### config.mk
export PLATFORM = sky130hd
export DESIGN_NAME = cpp_token_classifier_top
export DESIGN_NICKNAME = d
export VERILOG_FILES = /design/src/rtl/ctc_pkg.sv /design/src/rtl/ctc_lexer.sv /design/src/rtl/cpp_token_classifier_top.sv
export SDC_FILE = /design/constraint.sdc
export NUM_CORES = 1
export LEC_CHECK = 0
export BUFFER_PORTS_ARGS = -buffer_cell sky130_fd_sc_hd__buf_2
export CAP_MARGIN = 20
export CELL_PAD_IN_SITES_DETAIL_PLACEMENT = 0
export CELL_PAD_IN_SITES_GLOBAL_PLACEMENT = 1
export CORE_MARGIN = 2
export CORE_UTILIZATION = 48
export CTS_BUF_LIST = sky130_fd_sc_hd__clkbuf_8
export DETAILED_ROUTE_END_ITERATION = 12
export HOLD_SLACK_MARGIN = 0.12
export PLACE_DENSITY_LB_ADDON = 0.1
export SLEW_MARGIN = 40
export SYNTH_ARGS = -nofsm -noshare
export SYNTH_HDL_FRONTEND = slang
export SYNTH_SLANG_ARGS = --single-unit
### constraint.sdc
create_clock -name clk -period 12 [get_ports clk]
set_clock_uncertainty 0.1 [all_clocks]
set_input_delay 1.2 -clock clk [delete_from_list [all_inputs] [get_ports clk]]
set_output_delay 1.2 -clock clk [all_outputs]
set_load 0.03 [all_outputs]
### src/rtl/ctc_pkg.sv
// Shared types, character constants and character-class functions of the token classifier.
// Depends on nothing; used by the lexer core, the top level and the checker.
package ctc_pkg;

	typedef enum logic [3:0] {
		MODE_IDLE   = 4'd0,
		MODE_SLASH  = 4'd1,
		MODE_OP     = 4'd2,
		MODE_LINE   = 4'd3,
		MODE_BLOCK0 = 4'd4,
		MODE_BLOCK  = 4'd5,
		MODE_STRING = 4'd6,
		MODE_NUMBER = 4'd7,
		MODE_IDENT  = 4'd8
	} lex_mode_t;

	localparam logic [2:0] KIND_COMMENT = 3'd0;
	localparam logic [2:0] KIND_STRING  = 3'd1;
	localparam logic [2:0] KIND_NUMBER  = 3'd2;
	localparam logic [2:0] KIND_IDENT   = 3'd3;
	localparam logic [2:0] KIND_OP      = 3'd4;

	localparam logic [15:0] CH_TAB    = 16'h0009;
	localparam logic [15:0] CH_LF     = 16'h000A;
	localparam logic [15:0] CH_CR     = 16'h000D;
	localparam logic [15:0] CH_SPACE  = 16'h0020;
	localparam logic [15:0] CH_BANG   = 16'h0021;
	localparam logic [15:0] CH_DQUOTE = 16'h0022;
	localparam logic [15:0] CH_PCT    = 16'h0025;
	localparam logic [15:0] CH_AMP    = 16'h0026;
	localparam logic [15:0] CH_SQUOTE = 16'h0027;
	localparam logic [15:0] CH_STAR   = 16'h002A;
	localparam logic [15:0] CH_PLUS   = 16'h002B;
	localparam logic [15:0] CH_MINUS  = 16'h002D;
	localparam logic [15:0] CH_DOT    = 16'h002E;
	localparam logic [15:0] CH_SLASH  = 16'h002F;
	localparam logic [15:0] CH_ZERO   = 16'h0030;
	localparam logic [15:0] CH_NINE   = 16'h0039;
	localparam logic [15:0] CH_LT     = 16'h003C;
	localparam logic [15:0] CH_EQ     = 16'h003D;
	localparam logic [15:0] CH_GT     = 16'h003E;
	localparam logic [15:0] CH_UP_A   = 16'h0041;
	localparam logic [15:0] CH_UP_F   = 16'h0046;
	localparam logic [15:0] CH_UP_Z   = 16'h005A;
	localparam logic [15:0] CH_BSLASH = 16'h005C;
	localparam logic [15:0] CH_CARET  = 16'h005E;
	localparam logic [15:0] CH_UNDER  = 16'h005F;
	localparam logic [15:0] CH_LO_A   = 16'h0061;
	localparam logic [15:0] CH_LO_F   = 16'h0066;
	localparam logic [15:0] CH_LO_X   = 16'h0078;
	localparam logic [15:0] CH_LO_Z   = 16'h007A;
	localparam logic [15:0] CH_BAR    = 16'h007C;

	// One result beat as it sits in the output slots.
	typedef struct packed {
		logic [2:0]  kind;
		logic [15:0] start;
		logic [16:0] length;
		logic        fin;
		logic        too_long;
	} tok_t;

	// Everything one character produces: zero, one or two tokens, in order.
	typedef struct packed {
		logic [1:0] count;
		tok_t       first;
		tok_t       second;
	} lex_out_t;

	function automatic logic is_space(input logic [15:0] c);
		return c == CH_SPACE || c == CH_TAB || c == CH_LF || c == CH_CR;
	endfunction

	function automatic logic is_digit(input logic [15:0] c);
		return c >= CH_ZERO && c <= CH_NINE;
	endfunction

	function automatic logic is_alpha(input logic [15:0] c);
		return (c >= CH_LO_A && c <= CH_LO_Z) || (c >= CH_UP_A && c <= CH_UP_Z);
	endfunction

	function automatic logic is_word(input logic [15:0] c);
		return is_alpha(c) || is_digit(c) || c == CH_UNDER;
	endfunction

	function automatic logic is_numchar(input logic [15:0] c);
		return is_digit(c) || c == CH_DOT || c == CH_LO_X ||
			(c >= CH_LO_A && c <= CH_LO_F) || (c >= CH_UP_A && c <= CH_UP_F);
	endfunction

	// True when a followed by b forms one of the two-character operators.
	function automatic logic is_pair(input logic [15:0] a, input logic [15:0] b);
		logic r;
		if (b == CH_EQ) begin
			r = a == CH_EQ || a == CH_BANG || a == CH_LT || a == CH_GT ||
				a == CH_PLUS || a == CH_MINUS || a == CH_STAR || a == CH_SLASH ||
				a == CH_PCT || a == CH_AMP || a == CH_BAR || a == CH_CARET;
		end else begin
			r = a == b && (a == CH_AMP || a == CH_BAR || a == CH_LT || a == CH_GT ||
				a == CH_PLUS || a == CH_MINUS);
		end
		return r;
	endfunction

endpackage

### src/rtl/ctc_lexer.sv
// Lexer core: scan state registers and the per-character token logic.
// Depends on ctc_pkg.
module ctc_lexer
	import ctc_pkg::*;
#(
	parameter int MAX_LEN = 65536
) (
	input  logic        clk,
	input  logic        arst_n,
	input  logic        advance,
	input  logic [15:0] char_code,
	input  logic        end_of_text,
	output lex_out_t    result
);

	localparam int P = $clog2(MAX_LEN + 1);
	localparam logic [P-1:0] MAX_P  = P'(MAX_LEN);
	localparam logic [P-1:0] LAST_P = P'(MAX_LEN - 1);

	lex_mode_t   mode_q, mode_d;
	logic [P-1:0] start_q, start_d, cpos_q, cpos_d;
	logic [15:0] quote_q, quote_d, prev_q, prev_d, pend_q, pend_d;
	logic        ovf_q, ovf_d;

	logic         sat, ovf, do_begin, a_v, b_v;
	logic [P-1:0] pos, end_before, end_incl, a_end;
	logic [2:0]   a_kind, b_kind;
	lex_mode_t    mode_m;
	logic [P-1:0] start_m;
	logic [15:0]  quote_m, pend_m;
	tok_t         tok_a, tok_b;

	always_comb begin
		sat        = (cpos_q == MAX_P);
		ovf        = ovf_q | sat;
		pos        = sat ? LAST_P : cpos_q;
		end_before = cpos_q;
		end_incl   = sat ? cpos_q : cpos_q + 1'b1;

		a_v      = 1'b0;
		a_kind   = KIND_OP;
		a_end    = end_before;
		do_begin = 1'b0;
		mode_m   = mode_q;
		start_m  = start_q;
		quote_m  = quote_q;
		pend_m   = pend_q;

		case (mode_q)
			MODE_SLASH: begin
				if (char_code == CH_SLASH) begin
					mode_m = MODE_LINE;
				end else if (char_code == CH_STAR) begin
					mode_m = MODE_BLOCK0;
				end else if (char_code == CH_EQ) begin
					a_v    = 1'b1;
					a_end  = end_incl;
					mode_m = MODE_IDLE;
				end else begin
					a_v      = 1'b1;
					mode_m   = MODE_IDLE;
					do_begin = 1'b1;
				end
			end
			MODE_OP: begin
				a_v    = 1'b1;
				mode_m = MODE_IDLE;
				if (is_pair(pend_q, char_code)) begin
					a_end = end_incl;
				end else begin
					do_begin = 1'b1;
				end
			end
			MODE_LINE: begin
				mode_m = MODE_LINE;
			end
			MODE_BLOCK0: begin
				// The star of the opening pair never closes the comment.
				mode_m = MODE_BLOCK;
			end
			MODE_BLOCK: begin
				if (prev_q == CH_STAR && char_code == CH_SLASH) begin
					a_v    = 1'b1;
					a_kind = KIND_COMMENT;
					a_end  = end_incl;
					mode_m = MODE_IDLE;
				end
			end
			MODE_STRING: begin
				if (char_code == quote_q && prev_q != CH_BSLASH) begin
					a_v    = 1'b1;
					a_kind = KIND_STRING;
					a_end  = end_incl;
					mode_m = MODE_IDLE;
				end
			end
			MODE_NUMBER: begin
				if (!is_numchar(char_code)) begin
					a_v      = 1'b1;
					a_kind   = KIND_NUMBER;
					mode_m   = MODE_IDLE;
					do_begin = 1'b1;
				end
			end
			MODE_IDENT: begin
				if (!is_word(char_code)) begin
					a_v      = 1'b1;
					a_kind   = KIND_IDENT;
					mode_m   = MODE_IDLE;
					do_begin = 1'b1;
				end
			end
			default: begin
				mode_m   = MODE_IDLE;
				do_begin = 1'b1;
			end
		endcase

		// Open a new token on this character unless it is white space.
		if (do_begin && !is_space(char_code)) begin
			start_m = pos;
			if (char_code == CH_SLASH) begin
				mode_m = MODE_SLASH;
			end else if (char_code == CH_DQUOTE || char_code == CH_SQUOTE) begin
				mode_m  = MODE_STRING;
				quote_m = char_code;
			end else if (is_digit(char_code)) begin
				mode_m = MODE_NUMBER;
			end else if (is_alpha(char_code) || char_code == CH_UNDER) begin
				mode_m = MODE_IDENT;
			end else begin
				mode_m = MODE_OP;
				pend_m = char_code;
			end
		end

		// At the end of the text whatever is still open is flushed.
		b_v    = 1'b0;
		b_kind = KIND_OP;
		if (end_of_text) begin
			case (mode_m)
				MODE_SLASH, MODE_OP: begin
					b_v    = 1'b1;
					b_kind = KIND_OP;
				end
				MODE_LINE, MODE_BLOCK0, MODE_BLOCK: begin
					b_v    = 1'b1;
					b_kind = KIND_COMMENT;
				end
				MODE_STRING: begin
					b_v    = 1'b1;
					b_kind = KIND_STRING;
				end
				MODE_NUMBER: begin
					b_v    = 1'b1;
					b_kind = KIND_NUMBER;
				end
				MODE_IDENT: begin
					b_v    = 1'b1;
					b_kind = KIND_IDENT;
				end
				default: begin
					b_v = 1'b0;
				end
			endcase
		end

		tok_a.kind     = a_kind;
		tok_a.start    = 16'(start_q);
		tok_a.length   = 17'(a_end - start_q);
		tok_a.fin      = !b_v;
		tok_a.too_long = ovf;

		tok_b.kind     = b_kind;
		tok_b.start    = 16'(start_m);
		tok_b.length   = 17'(end_incl - start_m);
		tok_b.fin      = 1'b1;
		tok_b.too_long = ovf;

		result.count  = {a_v & b_v, a_v ^ b_v};
		result.first  = a_v ? tok_a : tok_b;
		result.second = tok_b;

		if (end_of_text) begin
			mode_d  = MODE_IDLE;
			start_d = '0;
			cpos_d  = '0;
			quote_d = '0;
			prev_d  = '0;
			pend_d  = '0;
			ovf_d   = 1'b0;
		end else begin
			mode_d  = mode_m;
			start_d = start_m;
			cpos_d  = end_incl;
			quote_d = quote_m;
			prev_d  = char_code;
			pend_d  = pend_m;
			ovf_d   = ovf;
		end
	end

	always_ff @(posedge clk or negedge arst_n) begin
		if (!arst_n) begin
			mode_q  <= MODE_IDLE;
			start_q <= '0;
			cpos_q  <= '0;
			quote_q <= '0;
			prev_q  <= '0;
			pend_q  <= '0;
			ovf_q   <= 1'b0;
		end else if (advance) begin
			mode_q  <= mode_d;
			start_q <= start_d;
			cpos_q  <= cpos_d;
			quote_q <= quote_d;
			prev_q  <= prev_d;
			pend_q  <= pend_d;
			ovf_q   <= ovf_d;
		end
	end

endmodule

### src/rtl/cpp_token_classifier_top.sv
// Channel   Direction  Handshake            Beat payload
// in        sink       in_valid, in_ready   char_code, end_of_text
// out       source     out_valid, out_ready token_kind, token_start, token_length,
//                                           final_of_run, too_long
//
// One character is taken per cycle while in_ready is high. A beat accepted into the
// input register is lexed when the lexer advances, which loads its tokens into the
// output slots. A character that closes one token and, being the last of the text,
// flushes a second one fills both output slots, so a following character that also
// makes a token waits in the input register until the output slots can take it.
// Reset clears the scan state and both the input and the output slots.
// Ready falls only while the held character makes a token that the output slots
// cannot take: two beats still wait there, or one waits and is not taken now.
//
// Top level of the token classifier; depends on ctc_pkg and ctc_lexer.
module cpp_token_classifier_top
	import ctc_pkg::*;
#(
	parameter int MAX_TEXT_LENGTH = 65536
) (
	input  logic        clk,
	input  logic        arst_n,
	input  logic        in_valid,
	output logic        in_ready,
	input  logic [15:0] char_code,
	input  logic        end_of_text,
	output logic        out_valid,
	input  logic        out_ready,
	output logic [2:0]  token_kind,
	output logic [15:0] token_start,
	output logic [16:0] token_length,
	output logic        final_of_run,
	output logic        too_long
);

	// Input register: one character waiting to be lexed.
	logic        valid_s1;
	logic [15:0] char_s1;
	logic        eot_s1;

	// Output slots: slot_a_q is the beat on the port, slot_b_q the one behind it.
	tok_t       slot_a_q, slot_b_q;
	logic [1:0] cnt_q;

	lex_out_t lex;
	logic     load_ok, advance, pop;

	ctc_lexer #(
		.MAX_LEN(MAX_TEXT_LENGTH)
	) u_lexer (
		.clk         (clk),
		.arst_n      (arst_n),
		.advance     (advance),
		.char_code   (char_s1),
		.end_of_text (eot_s1),
		.result      (lex)
	);

	assign pop     = out_valid && out_ready;
	// The slots can take a fresh pair when empty, or when the last beat leaves now.
	assign load_ok = (cnt_q == 2'd0) || (cnt_q == 2'd1 && out_ready);
	// A character that makes no token never waits for the output side.
	assign advance  = valid_s1 && (lex.count == 2'd0 || load_ok);
	assign in_ready = !valid_s1 || advance;

	always_ff @(posedge clk or negedge arst_n) begin
		if (!arst_n) begin
			valid_s1 <= 1'b0;
		end else if (in_ready) begin
			valid_s1 <= in_valid;
		end
	end

	always_ff @(posedge clk) begin
		if (in_ready && in_valid) begin
			char_s1 <= char_code;
			eot_s1  <= end_of_text;
		end
	end

	always_ff @(posedge clk or negedge arst_n) begin
		if (!arst_n) begin
			cnt_q <= 2'd0;
		end else if (advance && lex.count != 2'd0) begin
			cnt_q <= lex.count;
		end else if (pop) begin
			cnt_q <= cnt_q - 2'd1;
		end
	end

	always_ff @(posedge clk) begin
		if (advance && lex.count != 2'd0) begin
			slot_a_q <= lex.first;
			slot_b_q <= lex.second;
		end else if (pop) begin
			slot_a_q <= slot_b_q;
		end
	end

	assign out_valid    = (cnt_q != 2'd0);
	assign token_kind   = slot_a_q.kind;
	assign token_start  = slot_a_q.start;
	assign token_length = slot_a_q.length;
	assign final_of_run = slot_a_q.fin;
	assign too_long     = slot_a_q.too_long;

endmodule

==> qor.txt, run 1 <==
Outcome = finished clean
Req. time, crit path = 12.12 ns
Die width = 154.5 µm
DRT iter0 DRCs = 542
Max Slew Vio Count = 0
Hold path depth = 2
Syn Std Cell Area = 0.01087 mm²
ANT nets after route = 0
H-tree depth = 4
Pwr Density = 323.6 mW/mm²
Die Span Y = 154.5 µm
Top Layer Used = met4
Top FF cell, synth = edfxtp_1
Worst min-delay path startpoint = u_lexer.prev_q[12]$_DFFE_PN0P_
Post-Syn Area per Cell = 9.458 µm²
Peak VDD IR = 0.1643 mV
Routed wire length on met3 = 668 µm
Hold-fix buffers, CTS = 0
Met1 wire length = 12,460 µm
Clk Latency, worst-skew pair = 0.47 ns
Nets = 1,231
Maxcap violations = 0
RSZ-0062 raised after global routing = false
Vias = 8,181
Clk slew on worst S/H paths = 0.10 ns
Final cycle utilization of the critical path = 0.5677
Clk buf depth = 2
Leak = 5.067 nW
Routed len/inst = 17.62 µm
Initial antenna violation count = 0
Largest net degree at the start of global routing = 51
Kind of critical path = reg2reg
Total GRT Usage = 0.2253
Via density = 5.569
Total grt overflow = 0
Hold Slack = 0.3892 ns
Full die area = 0.02386 mm²
Site Rows = 55
EDFF count, synth = 92
Hold Vio Cnt, Final = 0
Global-route wire length before repair = 42,440 µm
DR pass1 iterations = 6
Metal2 WL = 12,170 µm
Post-CTS Setup Repair Bufs = 0
Final setup fails = 0
Max Freq = 146.8 MHz
Actual slew at the worst max-slew pin = 0.7242 ns
Share of post-route cells with drive strength above 1 = 0.1250
Worst r2r src = char_s1[1]$_DFFE_PP_
Ant diodes = 0
FF+latch count, synth = 182
Ys async rst share = 0.4945
Number of CTS-inserted buffers = 17
Clock Sinks = 182
Cells after Synth = 1,149
Worst slew margin = 0.5047
Worst min path class = reg2reg
Area delta synth->final = 8.371%
TritonCTS clock tree = built
Hold EP = u_lexer.prev_q[12]$_DFFE_PN0P_
CP Launch Point = char_s1[1]$_DFFE_PP_
Sequential area share after synthesis = 0.4615
Commonest non-fill, non-tap cell in the layout = nand2_1
Commonest cells after routing, fill and taps aside = nand2_1, edfxtp_1, dfrtp_1
CP Launch Type = flip-flop
Vias in the first global route = 7,913
Distinct cell type count after synthesis = 78
FF-to-FF End = too_long$_DFFE_PP_
I/O Pins = 61
Gpl congestion = 0.9663
R2R Setup Slk = 5.19 ns
Yosys warns = 0
Sum Neg Setup Slack = 0 ns
Detailed-route DRC error count = 0
PostCTS Resize Cnt = 0
IO Port Bufs = 60
Crit path time final = 6.812 ns
Critical Path Fanout Max = 50
Reg2reg path depth = 20
Initial Utilization = 0.4844
Worst setup EP type = flip-flop
Worst path arrival time = 6.94 ns
Final wirelength = 25,880 µm
Placeable Area = 0.02243 mm²
Root Driver = clkbuf_8
Synthesized Nets = 1,208
Dpl hpwl = 18,570 µm
[cells by family (layout without fill, tap and decap cells)]
| logic type | Yosys count | after routing | synth area share |
|---|---|---|---|
| xor+xnor | 94 | 94 | 0.07576 |
| buf+inv | 136 | 171 | 0.04917 |
| flops | 182 | 182 | 0.4615 |
| mux | 33 | 33 | 0.03132 |
| fa+ha+maj | 38 | 38 | 0.04444 |
| compound gates | 251 | 251 | 0.1482 |
| simple gates | 415 | 415 | 0.1896 |
[power breakdown]
part / switching (mW) / total [mW] / internal [mW]
registers: 0.140 / 1.18 / 1.04
logic: 1.41 / 2.20 / 0.787
clock network: 0.241 / 0.434 / 0.194
[worst max-delay path, cell delays in order (launching register included)]
cell,delay [ns]
edfxtp_1,0.66
or3b_2,0.50
or4_4,0.52
o211a_1,0.23
a311oi_2,0.31
and3_2,0.25
a21oi_2,0.15
and2_1,0.20
a2111oi_0,0.65
nand2b_1,0.15
o21a_1,0.25
inv_1,0.06
ha_1,0.14
a211oi_1,0.07
nor2b_2,0.12
buf_4,0.40
nand2b_2,0.08
buf_4,0.27
inv_2,0.42
buf_4,0.55
mux2_2,0.39
[synth_stat cells (10+ instances only)]
master / n / area, µm²
clkbuf_1: 46 / 172.7
nand3_1: 20 / 100.1
xor2_1: 48 / 420.4
nand2b_1: 25 / 156.4
a31oi_1: 17 / 106.4
a21oi_1: 45 / 225.2
inv_1: 67 / 251.5
buf_2: 10 / 50.05
o22ai_1: 16 / 100.1
and2_1: 21 / 131.4
nor2_1: 62 / 232.7
o31ai_1: 16 / 120.1
and3_1: 18 / 112.6
o21ai_0: 89 / 445.4
xnor2_1: 46 / 402.9
edfxtp_1: 92 / 2763
ha_1: 37 / 462.9
nor3_1: 16 / 80.08
mux2i_1: 25 / 250.2
nand2_1: 168 / 630.6
dfrtp_1: 90 / 2252
nor4_1: 18 / 112.6
[layer usage]
| metal | global-route usage | vias up |
|---|---|---|
| met3 | 0.02970 | 32 |
| met4 | 0.07231 | 0 |
| li1 | - | 4111 |
| met5 | 0 | - |
| met2 | 0.3714 | 134 |
| met1 | 0.3102 | 3904 |
[registers in the layout, summed over array words and instances (netlist names)]
register         cells
final_of_run         1
token_length        17
too_long             1
u_lexer.start_q     17
u_lexer.ovf_q        1
u_lexer.mode_q       4
cnt_q                2
token_kind           3
u_lexer.pend_q      16
valid_s1             1
char_s1             16
token_start         16
u_lexer.prev_q      16
u_lexer.cpos_q      17
eot_s1               1
u_lexer.quote_q     16
slot_b_q            37
[worst max-delay path by stage]
stage	cells after the start	slack, ns	end
after detailed placement	20	5.07	too_long$_DFFE_PP_
final	20	5.19	too_long$_DFFE_PP_
after global routing	20	4.73	too_long$_DFFE_PP_
after CTS	20	5.03	too_long$_DFFE_PP_
after global placement	20	5.23	too_long$_DFFE_PP_
after floorplan	20	5.83	token_length[10]$_DFFE_PP_
[layout make-up]
type	instances	area, µm²
timing repair buffer	72	392.9
clock buffer	18	247.7
tap	285	356.6
clock inverter	13	145.1
multi-input combinational	831	5364
fill	2116	10660
sequential	182	5015
inverter	68	255.2
[stage by stage]
stage / instance area [µm²] / std cells / setup slack (ns) / utilization / power [mW]
3_5_place_dp: 11380 / 1438 / 5.066 / 0.5072 / 3.394
2_1_floorplan: 10870 / 1149 / 5.826 / - / 2.844
3_3_place_gp: 11360 / 1438 / 5.231 / 0.5062 / 3.374
6_report: 11780 / 1469 / 5.188 / 0.5249 / 3.811
5_1_grt: 11780 / 1469 / 4.729 / 0.5249 / 4.128
4_1_cts: 11770 / 1469 / 5.028 / 0.5247 / 3.836
(Power assumes the default switching activity.)
==> run 2: changes to the inputs <==
--- a/config.mk
+++ b/config.mk
@@ -5,12 +5,13 @@
 export SDC_FILE = /design/constraint.sdc
 export NUM_CORES = 1
 export LEC_CHECK = 0
+export ABC_AREA = 1
 export BUFFER_PORTS_ARGS = -buffer_cell sky130_fd_sc_hd__buf_2
 export CAP_MARGIN = 20
 export CELL_PAD_IN_SITES_DETAIL_PLACEMENT = 0
 export CELL_PAD_IN_SITES_GLOBAL_PLACEMENT = 1
 export CORE_MARGIN = 2
-export CORE_UTILIZATION = 48
+export CORE_UTILIZATION = 43
 export CTS_BUF_LIST = sky130_fd_sc_hd__clkbuf_8
 export DETAILED_ROUTE_END_ITERATION = 12
 export HOLD_SLACK_MARGIN = 0.12
==> constraint.sdc (replaced) <==
create_clock -name clk -period 5.7 [get_ports clk]
set_clock_uncertainty 0.1 [all_clocks]
set_input_delay 0.57 -clock clk [delete_from_list [all_inputs] [get_ports clk]]
set_output_delay 0.57 -clock clk [all_outputs]
set_load 0.03 [all_outputs]
==> run 2 against run 1 <==
Effect of this change: core utilization shrank 3.8 points; critical endpoint is now token_length[16]$_DFFE_PP_; sequential power grew 93%; highest routed layer unchanged; non-clock buffer count grew 29; clock-buffer cell count is the same.
==> qor.txt, run 2 <==
Outcome = finished clean
Site Rows = 58
H-tree depth = 4
Via density = 5.210
Distinct cell type count after synthesis = 58
Initial antenna violation count = 0
Yosys warns = 0
Crit-path slowest cell = edfxtp_1
Clock Sinks = 182
Cells after Synth = 1,362
Worst min-delay path startpoint = char_code[8]
Final cycle utilization of the critical path = 0.9026
Crit path buf inv count = 2
Detailed-route DRC error count = 0
Total power = 7.270 mW
CP Launch Point = char_s1[7]$_DFFE_PP_
Crit path time final = 5.145 ns
Leak = 5.775 nW
Area delta synth->final = 11.60%
Die width = 163.9 µm
Largest net degree at the start of global routing = 57
Max Slew Vio Count = 0
Req. time, crit path = 5.84 ns
Total grt overflow = 0
Fraction of synthesized cell area taken by the top area cell type = 0.2512
Total GRT Usage = 0.2332
Sequential area share after synthesis = 0.4560
Clk slew on worst S/H paths = 0.11 ns
Worst setup EP type = flip-flop
Max Freq = 194.4 MHz
Routed len/inst = 16.98 µm
Sum Neg Setup Slack = 0 ns
Clk buf depth = 2
DR pass1 iterations = 5
ANT nets after route = 0
Placeable Area = 0.02518 mm²
EDFF count, synth = 92
Actual slew at the worst max-slew pin = 0.8244 ns
FF+latch count, synth = 182
Largest area contributor in the netlist = edfxtp_1
Gpl congestion = 0.8924
Final setup fails = 0
Critical Path Fanout Max = 31
Dpl hpwl = 22,440 µm
Worst path arrival time = 5.28 ns
Commonest cells after routing, fill and taps aside = nand2_1, inv_1, nand3_1
Max reg flops = 37
Post-Syn Area per Cell = 8.075 µm²
Nets = 1,500
Number of CTS-inserted buffers = 17
DRT iter0 DRCs = 672
Syn Std Cell Area = 0.01100 mm²
Most used cell, CP = nand2_1
Share of post-route cells with drive strength above 1 = 0.1348
Root Driver = clkbuf_8
Vias = 9,295
Initial Utilization = 0.4367
Crit path largest cell delay = 0.51 ns
Top FF cell, synth = edfxtp_1
Die Span Y = 163.9 µm
Maxcap violations = 0
IO Port Bufs = 60
Pwr Density = 592.3 mW/mm²
Commonest non-fill, non-tap cell in the layout = nand2_1
I/O Pins = 61
Vias in the first global route = 8,980
Count leader, synth = nand2_1
Family with the most delay on the worst path = simple AND/OR/NAND/NOR gates
Peak VDD IR = 0.3720 mV
CP Launch Type = flip-flop
Area contributors post-synth = edfxtp_1, dfrtp_1, nand2_1
RSZ-0062 raised after global routing = false
Global-route wire length before repair = 48,340 µm
Full die area = 0.02687 mm²
Ys async rst share = 0.4945
Top reg by flops = slot_b_q
Worst min path class = in2reg
TritonCTS clock tree = built
Worst r2r src = char_s1[7]$_DFFE_PP_
Hold Vio Cnt, Final = 0
Kind of critical path = reg2reg
Ant diodes = 0
Final wirelength = 30,290 µm
Synthesized Nets = 1,421
Post-synth top cells = nand2_1, inv_1, nand3_1
Worst slew margin = 0.4470
Clk Latency, worst-skew pair = 0.48 ns
[run 2: metrics by stage]
step	area [µm²]	worst slack [ns]	hold WS (ns)	util	instances
after floorplan	11000	1.235	0.1744	-	1362
after global placement	11740	0.04138	0.3650	0.4662	1735
after detailed placement	11740	0.1119	0.3709	0.4662	1735
after CTS	12140	0.1017	0.1366	0.4820	1768
after global routing	12270	0.03177	0.1319	0.4874	1784
final	12270	0.5554	0.1648	0.4874	1784
[run 2: area by class of cell]
| cell class | count | area, µm² |
|---|---|---|
| clock buffers | 18 | 247.7 |
| well taps | 330 | 412.9 |
| fillers | 2503 | 12910 |
| inverters | 227 | 853.3 |
| multi-input cells | 912 | 4977 |
| flip-flops and latches | 182 | 5015 |
| clock inverters | 14 | 138.9 |
| repair buffers | 101 | 629.4 |
[run 2: power breakdown]
| part | internal [mW] | leakage, nW | switching (mW) |
|---|---|---|---|
| Clock | 0.371 | 0.201 | 0.525 |
| Sequential | 2.08 | 2.09 | 0.202 |
| Combinational | 1.27 | 3.49 | 2.82 |
| Total | 3.73 | 5.78 | 3.54 |
[run 2: final timing paths]
kind | end | slack, ns | cells after the start
hold reg to reg | u_lexer.prev_q[12]$_DFFE_PN0P_ | 0.39 | 2
hold / removal | char_s1[8]$_DFFE_PP_ | 0.16 | 1
setup / recovery | token_length[16]$_DFFE_PP_ | 0.56 | 28
min in group asynchronous | u_lexer.pend_q[3]$_DFFE_PN0P_ | 0.53 | 2
max in group asynchronous | u_lexer.ovf_q$_DFFE_PN0P_ | 3.87 | 3
setup reg to reg | token_length[16]$_DFFE_PP_ | 0.56 | 28
[run 2: layer usage]
metal,up-vias,global-route usage,part of all wire
met4,0,0.07616,0.025
met1,4331,0.3109,0.46
met3,43,0.03359,0.043
met5,-,0,0
met2,227,0.3911,0.48
li1,4694,-,-
[run 2: cells by family (layout without fill, tap and decap cells)]
group | after synthesis | after routing | synth area share
buffers and inverters | 268 | 360 | 0.09329
and+or+nand+nor | 590 | 590 | 0.2395
AOI/OAI and AO/OA | 245 | 245 | 0.1348
xor gates and xnor gates | 38 | 38 | 0.03163
muxes | 1 | 1 | 0.0009102
adders and majority gates | 38 | 38 | 0.04391
DFF | 182 | 182 | 0.4560
[run 2: repair_timing]
item                                    in CTS  in global routing
gates resized for setup                      0                  6
endpoints found under the hold margin       44                  0
hold buffers                                 1                  0
endpoints found under the setup margin       0                  5
setup buffers                                0                 16
